### config.mk
export PLATFORM = sky130hd
export DESIGN_NAME = tcp_checksum_pseudo_header_flat
export DESIGN_NICKNAME = d
export VERILOG_FILES = /design/src/rtl/core/tcpcs_pkg.sv /design/src/rtl/core/tcpcs_if.sv /design/src/rtl/core/tcpcs_front.sv /design/src/rtl/core/tcpcs_queue.sv /design/src/rtl/core/tcpcs_back.sv /design/src/rtl/core/tcp_checksum_pseudo_header.sv /design/src/flat_wrapper.sv
export SDC_FILE = /design/constraint.sdc
export NUM_CORES = 1
export LEC_CHECK = 0
export BUFFER_PORTS_ARGS = -buffer_cell sky130_fd_sc_hd__buf_2
export CORE_MARGIN = 2
export CORE_UTILIZATION = 42
export CTS_BUF_LIST = sky130_fd_sc_hd__clkbuf_4 sky130_fd_sc_hd__clkbuf_8
export DETAILED_ROUTE_END_ITERATION = 12
export SETUP_SLACK_MARGIN = 0.05
export SYNTH_ARGS = -nofsm -noshare
export SYNTH_HDL_FRONTEND = slang
export SYNTH_SLANG_ARGS = --single-unit
export TNS_END_PERCENT = 50
### constraint.sdc
create_clock -name clk -period 11 [get_ports clk]
set_input_delay 3.3 -clock clk [delete_from_list [all_inputs] [get_ports clk]]
set_output_delay 3.3 -clock clk [all_outputs]
set_load 0.05 [all_outputs]
### src/rtl/core/tcpcs_pkg.sv
// Shared constants and types of the TCP checksum block.
// No dependencies; used by the interfaces, all core modules and the checker.
package tcpcs_pkg;

	localparam int HALF_W   = 16;
	localparam int ADDR_W   = 32;
	localparam int PROTO_W  = 8;
	localparam int SUM_W    = 32;
	// Six pseudo header terms of at most 16 bits each fit in 19 bits.
	localparam int PSEUDO_W = 19;

	localparam logic [HALF_W-1:0] PAD_MASK = 16'hff00;

	// Action codes carried on the input word.
	localparam logic ACT_START = 1'b0;
	localparam logic ACT_WORD  = 1'b1;

	// Classified word held in the queue between front and back.
	typedef struct packed {
		logic                is_start;
		logic                last;
		logic [PSEUDO_W-1:0] value;
	} tcpcs_entry_t;

	// Head of the queue as seen by the back end.
	typedef struct packed {
		logic         valid;
		tcpcs_entry_t entry;
	} tcpcs_head_t;

endpackage

### src/rtl/core/tcpcs_if.sv
// Valid/ready channel interfaces of the TCP checksum block.
// Depends on tcpcs_pkg for the field widths.
interface tcpcs_seg_if;
	import tcpcs_pkg::*;

	logic                valid;
	logic                ready;
	logic                action;
	logic [ADDR_W-1:0]   src_addr;
	logic [ADDR_W-1:0]   dst_addr;
	logic [PROTO_W-1:0]  protocol;
	logic [HALF_W-1:0]   seg_length;
	logic [HALF_W-1:0]   data_word;
	logic                single_byte;
	logic                last;

	modport source (output valid, action, src_addr, dst_addr, protocol, seg_length,
		data_word, single_byte, last, input ready);
	modport sink (input valid, action, src_addr, dst_addr, protocol, seg_length,
		data_word, single_byte, last, output ready);
endinterface

interface tcpcs_csum_if;
	import tcpcs_pkg::*;

	logic              valid;
	logic              ready;
	logic [HALF_W-1:0] checksum;

	modport source (output valid, checksum, input ready);
	modport sink (input valid, checksum, output ready);
endinterface

### src/rtl/core/tcpcs_front.sv
// Front end: accepts input words and reduces each to one queue entry.
// Depends on tcpcs_pkg and tcpcs_seg_if.
module tcpcs_front (
	tcpcs_seg_if.sink             seg,
	input  logic                  q_full,
	output logic                  push,
	output tcpcs_pkg::tcpcs_entry_t push_entry
);
	import tcpcs_pkg::*;

	logic [PSEUDO_W-1:0] pseudo;
	logic [HALF_W-1:0]   word;
	logic                is_start;

	// Pseudo header sum: address halves, protocol and segment length.
	always_comb begin
		pseudo = (PSEUDO_W'(seg.src_addr[ADDR_W-1:HALF_W]) +
			PSEUDO_W'(seg.src_addr[HALF_W-1:0])) +
			(PSEUDO_W'(seg.dst_addr[ADDR_W-1:HALF_W]) +
			PSEUDO_W'(seg.dst_addr[HALF_W-1:0])) +
			(PSEUDO_W'(seg.protocol) + PSEUDO_W'(seg.seg_length));
	end

	// A lone trailing byte is padded with zero in its low half.
	always_comb begin
		word = seg.single_byte ? (seg.data_word & PAD_MASK) : seg.data_word;
	end

	// Classify the word and hand it to the queue while there is room.
	always_comb begin
		is_start            = (seg.action == ACT_START);
		push_entry.is_start = is_start;
		push_entry.last     = seg.last;
		push_entry.value    = is_start ? pseudo : PSEUDO_W'(word);
		seg.ready           = !q_full;
		push                = seg.valid && !q_full;
	end

endmodule

### src/rtl/core/tcpcs_queue.sv
// Short queue that decouples the front end from the accumulator.
// Depends on tcpcs_pkg for the entry type.
module tcpcs_queue #(
	parameter int DEPTH = 4
) (
	input  logic                    clk,
	input  logic                    arst_n,
	input  logic                    push,
	input  tcpcs_pkg::tcpcs_entry_t push_entry,
	output logic                    full,
	input  logic                    pop,
	output tcpcs_pkg::tcpcs_head_t  head
);
	import tcpcs_pkg::*;

	localparam int PTR_W = (DEPTH > 1) ? $clog2(DEPTH) : 1;
	localparam int CNT_W = $clog2(DEPTH + 1);

	tcpcs_entry_t     entry_q [DEPTH];
	logic [PTR_W-1:0] wr_ptr_q;
	logic [PTR_W-1:0] rd_ptr_q;
	logic [CNT_W-1:0] count_q;

	// Status toward both sides.
	always_comb begin
		full       = (count_q == CNT_W'(DEPTH));
		head.valid = (count_q != '0);
		head.entry = entry_q[rd_ptr_q];
	end

	// Entry storage needs no reset.
	always_ff @(posedge clk) begin
		if (push) begin
			entry_q[wr_ptr_q] <= push_entry;
		end
	end

	// Pointers wrap at the depth, which need not be a power of two.
	always_ff @(posedge clk or negedge arst_n) begin
		if (!arst_n) begin
			wr_ptr_q <= '0;
			rd_ptr_q <= '0;
			count_q  <= '0;
		end else begin
			if (push) begin
				wr_ptr_q <= (wr_ptr_q == PTR_W'(DEPTH - 1)) ? '0 : wr_ptr_q + 1'b1;
			end
			if (pop) begin
				rd_ptr_q <= (rd_ptr_q == PTR_W'(DEPTH - 1)) ? '0 : rd_ptr_q + 1'b1;
			end
			count_q <= count_q + CNT_W'(push) - CNT_W'(pop);
		end
	end

endmodule

### src/rtl/core/tcpcs_back.sv
// Back end: running sum, end-of-segment fold and output register.
// Depends on tcpcs_pkg and tcpcs_csum_if.
module tcpcs_back (
	input  logic                   clk,
	input  logic                   arst_n,
	input  tcpcs_pkg::tcpcs_head_t head,
	output logic                   pop,
	tcpcs_csum_if.source           csum
);
	import tcpcs_pkg::*;

	logic [SUM_W-1:0]  acc_q;
	logic [SUM_W-1:0]  add_sum;
	logic              fin_valid_s1;
	logic [SUM_W-1:0]  fin_sum_s1;
	logic              out_valid_q;
	logic [HALF_W-1:0] checksum_q;
	logic              out_free;
	logic              fin_free;
	logic              fin_load;
	logic [HALF_W:0]   fold1;
	logic [HALF_W:0]   fold2;

	// Pipeline flow: only a last word needs room downstream.
	always_comb begin
		out_free = !out_valid_q || csum.ready;
		fin_free = !fin_valid_s1 || out_free;
		pop      = head.valid &&
			(head.entry.is_start || !head.entry.last || fin_free);
		fin_load = pop && !head.entry.is_start && head.entry.last;
		add_sum  = acc_q + SUM_W'(head.entry.value);
	end

	// Running sum: load on start, add on words, clear after the last word.
	always_ff @(posedge clk or negedge arst_n) begin
		if (!arst_n) begin
			acc_q <= '0;
		end else if (pop) begin
			if (head.entry.is_start) begin
				acc_q <= SUM_W'(head.entry.value);
			end else if (head.entry.last) begin
				acc_q <= '0;
			end else begin
				acc_q <= add_sum;
			end
		end
	end

	// Final sum stage.
	always_ff @(posedge clk or negedge arst_n) begin
		if (!arst_n) begin
			fin_valid_s1 <= 1'b0;
		end else if (fin_free) begin
			fin_valid_s1 <= fin_load;
		end
	end

	always_ff @(posedge clk) begin
		if (fin_free && fin_load) begin
			fin_sum_s1 <= add_sum;
		end
	end

	// Fold the carries twice; the second fold cannot carry again.
	always_comb begin
		fold1 = {1'b0, fin_sum_s1[HALF_W-1:0]} + {1'b0, fin_sum_s1[SUM_W-1:HALF_W]};
		fold2 = {1'b0, fold1[HALF_W-1:0]} + (HALF_W + 1)'(fold1[HALF_W]);
	end

	// Output register holds the inverted checksum until it is taken.
	always_ff @(posedge clk or negedge arst_n) begin
		if (!arst_n) begin
			out_valid_q <= 1'b0;
		end else if (out_free) begin
			out_valid_q <= fin_valid_s1;
		end
	end

	always_ff @(posedge clk) begin
		if (out_free && fin_valid_s1) begin
			checksum_q <= ~fold2[HALF_W-1:0];
		end
	end

	always_comb begin
		csum.valid    = out_valid_q;
		csum.checksum = checksum_q;
	end

endmodule

### src/rtl/core/tcp_checksum_pseudo_header.sv
// Top level of the TCP checksum with IPv4 pseudo header.
// Depends on tcpcs_pkg, tcpcs_if, tcpcs_front, tcpcs_queue and tcpcs_back.
//
//  Channel  Dir  Handshake    Word contents
//  seg      in   valid/ready  action, addresses, protocol, length, data word, flags
//  csum     out  valid/ready  checksum of one segment, after its last word
//
// One word is taken per cycle while the queue has room; the single 32-bit add of the
// running sum sets that rate. A checksum passes the queue, the final sum stage and the
// output register after the edge that takes its last word.
// While the receiver stalls, two checksums wait in the back end; a further last word
// then waits at the queue head, and input stops once the QUEUE_DEPTH words fill the queue.
// Reset clears the running sum, the queue and both output stages.
module tcp_checksum_pseudo_header #(
	parameter int QUEUE_DEPTH = 4
) (
	input  logic         clk,
	input  logic         arst_n,
	tcpcs_seg_if.sink    seg,
	tcpcs_csum_if.source csum
);
	import tcpcs_pkg::*;

	tcpcs_entry_t push_entry;
	tcpcs_head_t  head;
	logic         push;
	logic         pop;
	logic         q_full;

	// Classify incoming words.
	tcpcs_front u_front (
		.seg        (seg),
		.q_full     (q_full),
		.push       (push),
		.push_entry (push_entry)
	);

	// Decoupling queue.
	tcpcs_queue #(
		.DEPTH (QUEUE_DEPTH)
	) u_queue (
		.clk        (clk),
		.arst_n     (arst_n),
		.push       (push),
		.push_entry (push_entry),
		.full       (q_full),
		.pop        (pop),
		.head       (head)
	);

	// Accumulate and emit.
	tcpcs_back u_back (
		.clk    (clk),
		.arst_n (arst_n),
		.head   (head),
		.pop    (pop),
		.csum   (csum)
	);

endmodule

### src/flat_wrapper.sv
// flat-port wrapper written by rule: the top's interface ports become plain ports
module tcp_checksum_pseudo_header_flat import tcpcs_pkg::*;
#(
	parameter int QUEUE_DEPTH = 4
)
  (clk, arst_n, seg_valid, seg_action, seg_src_addr, seg_dst_addr, seg_protocol, seg_seg_length, seg_data_word, seg_single_byte, seg_last, seg_ready, csum_valid, csum_checksum, csum_ready);
  tcpcs_seg_if seg_i ();
  tcpcs_csum_if csum_i ();
  input  logic clk;
  input  logic arst_n;
  input wire logic [$bits(seg_i.valid)-1:0] seg_valid;
  input wire logic [$bits(seg_i.action)-1:0] seg_action;
  input wire logic [$bits(seg_i.src_addr)-1:0] seg_src_addr;
  input wire logic [$bits(seg_i.dst_addr)-1:0] seg_dst_addr;
  input wire logic [$bits(seg_i.protocol)-1:0] seg_protocol;
  input wire logic [$bits(seg_i.seg_length)-1:0] seg_seg_length;
  input wire logic [$bits(seg_i.data_word)-1:0] seg_data_word;
  input wire logic [$bits(seg_i.single_byte)-1:0] seg_single_byte;
  input wire logic [$bits(seg_i.last)-1:0] seg_last;
  output wire logic [$bits(seg_i.ready)-1:0] seg_ready;
  output wire logic [$bits(csum_i.valid)-1:0] csum_valid;
  output wire logic [$bits(csum_i.checksum)-1:0] csum_checksum;
  input wire logic [$bits(csum_i.ready)-1:0] csum_ready;
  assign seg_i.valid = seg_valid;
  assign seg_i.action = seg_action;
  assign seg_i.src_addr = seg_src_addr;
  assign seg_i.dst_addr = seg_dst_addr;
  assign seg_i.protocol = seg_protocol;
  assign seg_i.seg_length = seg_seg_length;
  assign seg_i.data_word = seg_data_word;
  assign seg_i.single_byte = seg_single_byte;
  assign seg_i.last = seg_last;
  assign seg_ready = seg_i.ready;
  assign csum_valid = csum_i.valid;
  assign csum_checksum = csum_i.checksum;
  assign csum_i.ready = csum_ready;
  tcp_checksum_pseudo_header #(.QUEUE_DEPTH(QUEUE_DEPTH)) u_core (.clk(clk), .arst_n(arst_n), .seg(seg_i), .csum(csum_i));
endmodule
# --- After elaboration in Yosys (flattened, before gate mapping) ---
# Memory sizes are Yosys's and may differ from the RTL's.
# Index checks and enable logic that the tools add are counted.
totals:
  mem_count: 1
  mem_bits_rw: 84
  input_bits: 111
  output_inout_bits: 18
  elab_cells: 50
  register_bits: 89
mem_list:
  columns: ["memory", "words", "word_bits", "read_ports", "rd_clocked_by_memory_dff", "wr", "line_no", "source"]
  rows:
  - ["u_core.u_queue.entry_q", 4, 21, 1, 0, 1, "tcpcs_queue.sv:19", "tcpcs_entry_t entry_q [DEPTH];"]
classes:
  add_sub_neg: 12
  reduce_logical: 16
  n_mux: 8
  bitwise: 2
  eq_ne: 3
op_table:
  columns: ["cell", "count"]
  rows:
  - ["$mux 32", 2]
  - ["$add 16x16->17", 3]
  - ["$add 19x17->19", 2]
  - ["$add 32x19->32", 1]
  - ["$mux 19", 1]
  - ["$add 8x16->17", 1]
  - ["$add 16x1->16", 1]
  - ["$not 16->16", 1]
  - ["$mux 8", 1]
  - ["$logic_and 1x1->1", 6]
  - ["$logic_not 1->1", 5]
  - ["$add 2x1->2 const B", 2]
  - ["$eq 2x2->1 const B", 2]
  - ["$logic_or 1x1->1", 4]
  - ["$mux 2", 2]
  - ["$add 3x1->3", 1]
  - ["$eq 3x3->1 const B", 1]
  - ["$reduce_bool 3->1", 1]
  - ["$sub 3x1->3", 1]
  - ["$mux 1", 2]
  - ["$not 1->1", 1]

# --- Longest topological paths before layout ---
depth:
  word_depth: 8
  ltp_mapped: 23
  ltp_nobuf: 23

# --- Modules after synthesis ---
# A second synthesis with hierarchy kept.
hier_totals:
  hier_cells: 1047
  area_unflattened_um2: 11687.5
by_module_without_submodules:
  columns: ["mod", "area_per_inst_um2", "seq_area_each_um2", "n_inst", "cells_each"]
  rows:
  - ["tcpcs_back", 5345.1, 2292.2, 1, 530]
  - ["tcpcs_queue", 3477.1, 2697.6, 1, 146]
  - ["tcpcs_front", 2865.2, 0.0, 1, 371]

# --- Worst setup path before layout ---
# OpenSTA, ideal clock, no wires.
synth_path:
  kind: "in2reg"
  startpoint: "input seg_src_addr[0]"
  endpoint: "memory u_core.u_queue.entry_q[0][18] (netlist bit), data pin"
  t_arrival_ns: 7.727
  setup_slack_ns: 3.070
  t_required_ns: 10.797
  cell_stages: 22
  setup_time_ns: 0.203
  path_buffers: 0
  path_cell_list: "ha_1 inv_1 fa_1 inv_1 a21oi_1 o21bai_1 a21oi_1 inv_1 a21oi_1 xnor2_1 fa_1 fa_1 inv_1 fa_1 inv_1 ha_1 o21a_1 o22ai_1 o311a_1 o41ai_2 a211oi_1 nor3_1"
synth_rtl:
  columns: ["element", "line_no", "source"]
  rows:
  - ["from (decl)", "flat_wrapper.sv:13", "input wire logic [$bits(seg_i.src_addr)-1:0] seg_src_addr;"]
  - ["to (decl)", "tcpcs_queue.sv:19", null]

==> impl_table.tex <==
\begin{tabular}{lr}
\hline
Metric & Value \\
\hline
\multicolumn{2}{l}{\textbf{Outcome}} \\
\quad Outcome & completed \\
\multicolumn{2}{l}{\textbf{Clock tree}} \\
\quad Num Clock Sinks & 173 \\
\quad Root cell of the clock tree & sky130\_fd\_sc\_hd\_\_clkbuf\_8 \\
\quad Count of hold-fix buffers inserted at cts & 0 \\
\quad Clock latency at the later pin of the worst-skew pair & approximately 0.46 ns \\
\quad CTS tree & yes \\
\quad Depth of the CTS H-tree & 4 \\
\quad Inserted Clock Buffers & 17 \\
\quad Post-CTS Resized & 0 \\
\quad Deepest clock path buffer count & 2 \\
\quad Setup repair bufs after CTS & 0 \\
\quad Clock-pin slew on the worst setup and hold paths & 0.10 ns \\
\multicolumn{2}{l}{\textbf{Global route}} \\
\quad Total GRT Usage & between 10\% and 20\% \\
\quad Wire length of the first global-routing pass & 37.1 mm \\
\quad Vias in the first global route & 7798 \\
\quad GRT overflow & 0 \\
\quad Largest net degree at the start of global routing & 42 \\
\quad Initial antenna violation count & 5 \\
\multicolumn{2}{l}{\textbf{STA}} \\
\quad Setup repair after global routing missed its margin & false \\
\quad Post-route minimum period & 7.95 ns \\
\quad Hold violation count in the final report & 0 \\
\quad Smallest hold slack & 0.489 ns \\
\quad Final total negative setup slack & 0 ns \\
\quad Final number of setup-violating endpoints & 0 \\
\quad Clock tree skew after final layout & around 0.013 ns \\
\quad Part of the cycle the worst path needs & 72.3\% \\
\quad Relative max-transition margin & 29.2\% \\
\quad Slew @ Worst Pin & 1.06 ns \\
\quad Achievable clock frequency & 126 MHz \\
\quad Pins Over Slew Limit & 0 \\
\multicolumn{2}{l}{\textbf{Run}} \\
\quad Number of maximum-capacitance violations & 0 \\
\multicolumn{2}{l}{\textbf{Min path}} \\
\quad WHS Path Cells & 1 \\
\quad Worst hold-check path type & flop to flop \\
\multicolumn{2}{l}{\textbf{Yosys}} \\
\quad Combined area of all synthesized cells & 11300 um2 \\
\quad Number of register bits inferred by synthesis & 173 \\
\quad Fraction of the yosys area taken by sequential cells & 44.2\% \\
\quad Number of distinct library cells after synthesis & $\sim$70 \\
\quad Count of mapped cells out of synthesis & just under 1000 \\
\quad Yosys warns & 0 \\
\quad Number of flops mapped to enable cells by yosys & around 130 \\
\quad Asr flop ratio synth & between 20\% and 30\% \\
\quad Synthesized net count & 1216 \\
\quad Average footprint of a synthesized cell & 11.6 um2 \\
\quad Most used DFF post-synth & sky130\_fd\_sc\_hd\_\_edfxtp\_1 \\
\multicolumn{2}{l}{\textbf{Finish}} \\
\quad Synth-to-layout area growth & 13.0\% \\
\quad Area occupied by registers & about 5000 um2 \\
\quad Multi-input combinational cell area & 5930 um2 \\
\quad Final net count & 1350 \\
\quad Post-layout utilization of the core & 47.9\% \\
\quad Fraction of final layout cells with drive strength greater than 1 & 19.7\% \\
\quad \# fillers & roughly 2400 \\
\multicolumn{2}{l}{\textbf{Die}} \\
\quad Area of the die & 28200 um2 \\
\quad Width of the die & 168 um \\
\quad Number of placed I/O pins & between 100 and 150 \\
\quad Vertical die dimension & 168 um \\
\quad Initial standard-cell utilization of the core & 42.4\% \\
\quad Area inside the core boundary & approximately 27000 um2 \\
\quad Placement row count & 60 \\
\multicolumn{2}{l}{\textbf{Setup path}} \\
\quad Startpoint types & input port \\
\quad Kind of critical path & input port to flop \\
\quad Critical Path Most Common Cell & sky130\_fd\_sc\_hd\_\_inv\_1 \\
\quad CP Depth & 23 \\
\quad Crit-path max FO & 4 \\
\quad Arrival time of the worst setup path & 8.19 ns \\
\quad Critical path's top delay family & adder cells \\
\quad Buffering stage count on the worst path with inverters included & 6 \\
\quad Critical Path Slowest Stage Cell & sky130\_fd\_sc\_hd\_\_fa\_1 \\
\quad Crit. End Element & flop \\
\quad Critical path, cell by cell & buf\_2 -> ha\_1 -> inv\_1 -> fa\_1 -> inv\_1 -> a21oi\_1 -> o21bai\_1 -> a21oi\_1 -> inv\_1 -> a21oi\_1 -> xnor2\_1 -> fa\_1 -> fa\_1 -> inv\_1 -> fa\_1 -> inv\_1 -> ha\_1 -> o21a\_1 -> o22ai\_1 -> o311a\_1 -> o41ai\_2 -> a211oi\_1 -> nor3\_1 \\
\quad Logic depth of the worst register-to-register path & 12 \\
\quad Delay of the slowest cell on the worst path & 0.51 ns \\
\quad Data required time of the worst path & 11.24 ns \\
\multicolumn{2}{l}{\textbf{Routing}} \\
\quad Post-route ant nets & 0 \\
\quad Remaining DRCs & 0 \\
\quad Average via count per standard cell & about 5.3 \\
\quad Via count & 7733 \\
\quad Mean routed wirelength per cell & 15.1 um \\
\quad Detailed Route Iter0 Violations & 395 \\
\quad First-pass iteration count of the detailed router & 5 \\
\quad Final wirelength & between 20 and 25 mm \\
\multicolumn{2}{l}{\textbf{Placed design}} \\
\quad Port buffer count & 128 \\
\quad HPWL after detailed placement & 17.0 mm \\
\quad Placer Congestion & 0.764 \\
\hline
\end{tabular}
-- logic make-up after synthesis --
family          synth area share, %
flops                          44.2
buf+inv                        3.39
compound gates                 13.5
mux                            4.28
fa+ha+maj                      17.6
simple gates                   10.6
xor+xnor                       6.43
-- path summary, 6_finish.rpt --
check / slack (ns) / startpoint / to
setup / recovery: 3.05 / seg_src_addr[0] / u_core.u_queue.entry_q[2][18]
hold / removal: 0.49 / u_core.u_back.fin_valid_s1 / u_core.u_back.csum.valid
setup reg to reg: 6.75 / u_core.u_queue.rd_ptr_q[0] / u_core.u_back.fin_sum_s1[24]
hold reg to reg: 0.49 / u_core.u_back.fin_valid_s1 / u_core.u_back.csum.valid
max in group asynchronous: 7.31 / arst_n / u_core.u_back.acc_q[22]
min in group asynchronous: 3.00 / arst_n / u_core.u_back.acc_q[1]
-- synth_stat cells (4+ instances only) --
cell type                    n  area share [%]
sky130_fd_sc_hd__o21ai_0    35             1.6
sky130_fd_sc_hd__o21bai_1    8            0.53
sky130_fd_sc_hd__clkbuf_1   16            0.53
sky130_fd_sc_hd__and3_1     19             1.1
sky130_fd_sc_hd__nand2_1    64             2.1
sky130_fd_sc_hd__nand2b_1    5            0.28
sky130_fd_sc_hd__a22o_1      4            0.31
sky130_fd_sc_hd__a31oi_1    19             1.1
sky130_fd_sc_hd__or2_2       5            0.28
sky130_fd_sc_hd__nor3_1     30             1.3
sky130_fd_sc_hd__o21ai_1     4            0.18
sky130_fd_sc_hd__nand3_1    28             1.2
sky130_fd_sc_hd__and2_1      4            0.22
sky130_fd_sc_hd__nor2b_1     8            0.44
sky130_fd_sc_hd__nand3b_1    4            0.27
sky130_fd_sc_hd__o31a_2      4            0.35
sky130_fd_sc_hd__a211oi_1    8            0.53
sky130_fd_sc_hd__edfxtp_1  132              35
sky130_fd_sc_hd__fa_1       44             7.8
sky130_fd_sc_hd__xnor2_1    53             4.1
sky130_fd_sc_hd__xor2_1     30             2.3
sky130_fd_sc_hd__a221oi_1   15             1.2
sky130_fd_sc_hd__a21oi_1    45             2.0
sky130_fd_sc_hd__nand4_1     4            0.22
sky130_fd_sc_hd__a21o_1     19             1.3
sky130_fd_sc_hd__o31ai_1     8            0.53
sky130_fd_sc_hd__nor2_1     65             2.2
sky130_fd_sc_hd__dfrtp_1    41             9.1
sky130_fd_sc_hd__or3_1       6            0.33
sky130_fd_sc_hd__mux4_2     21             4.2
sky130_fd_sc_hd__ha_1       89             9.9
sky130_fd_sc_hd__inv_1      72             2.4
sky130_fd_sc_hd__o211ai_1    5            0.33
-- sequential cells by signal (all words and copies together), names as in the netlist --
name and count:
u_core.u_queue.rd_ptr_q 2, u_core.u_queue.count_q 3, u_core.u_back.csum.valid 1, u_core.u_back.fin_sum_s1 32, u_core.u_back.csum.checksum 16, u_core.u_queue.wr_ptr_q 2, u_core.u_queue.entry_q 84, u_core.u_back.fin_valid_s1 1
u_core.u_back.acc_q 32
-- final cells by class --
cell class,instances,area share (%)
multi-input combinational,703,46.5
inverter,73,2.15
clock buffer,17,1.83
clock inverter,15,1.53
tap,341,3.34
timing repair buffer,138,5.60
antenna,1,0.0196
sequential,173,39.1
-- per-stage QoR --
step	std cells	cell area, um2	setup slack (ns)
after floorplan	972	11300	3.07
after global placement	1428	12300	2.65
after detailed placement	1428	12300	2.56
after CTS	1460	12800	3.04
after global routing	1460	12800	2.65
final	1461	12800	3.05
-- routing by layer --
| metal | vias up | GRT usage [%] | routed length (um) |
|---|---|---|---|
| li1 | 3864 | - | - |
| met5 | - | 0 | 41 |
| met1 | 3679 | 20.3 | 9910 |
| met2 | 167 | 28.6 | 10700 |
| met3 | 17 | 4.51 | 1300 |
| met4 | 6 | 3.40 | 149 |
-- layout by cell type (no fill, tap or decap), drive strengths merged, types with 6 or more instances in the layout --
cell type,Yosys,layout
a211oi,9,9
a21o,20,20
a21oi,47,47
a221oi,16,16
a31oi,19,19
and3,19,19
buf,7,138
clkbuf,16,17
clkinv,0,7
dfrtp,41,41
edfxtp,132,132
fa,44,44
ha,89,89
inv,73,80
mux4,21,21
nand2,64,64
nand3,28,28
nor2,66,66
nor2b,8,8
nor3,30,30
o211ai,6,6
o21ai,42,42
o21bai,8,8
o31ai,9,9
or3,6,6
xnor2,53,53
xor2,30,30
Power is not shown: default switching activity piles up to over one toggle a cycle in this logic, so the estimate is an artifact.
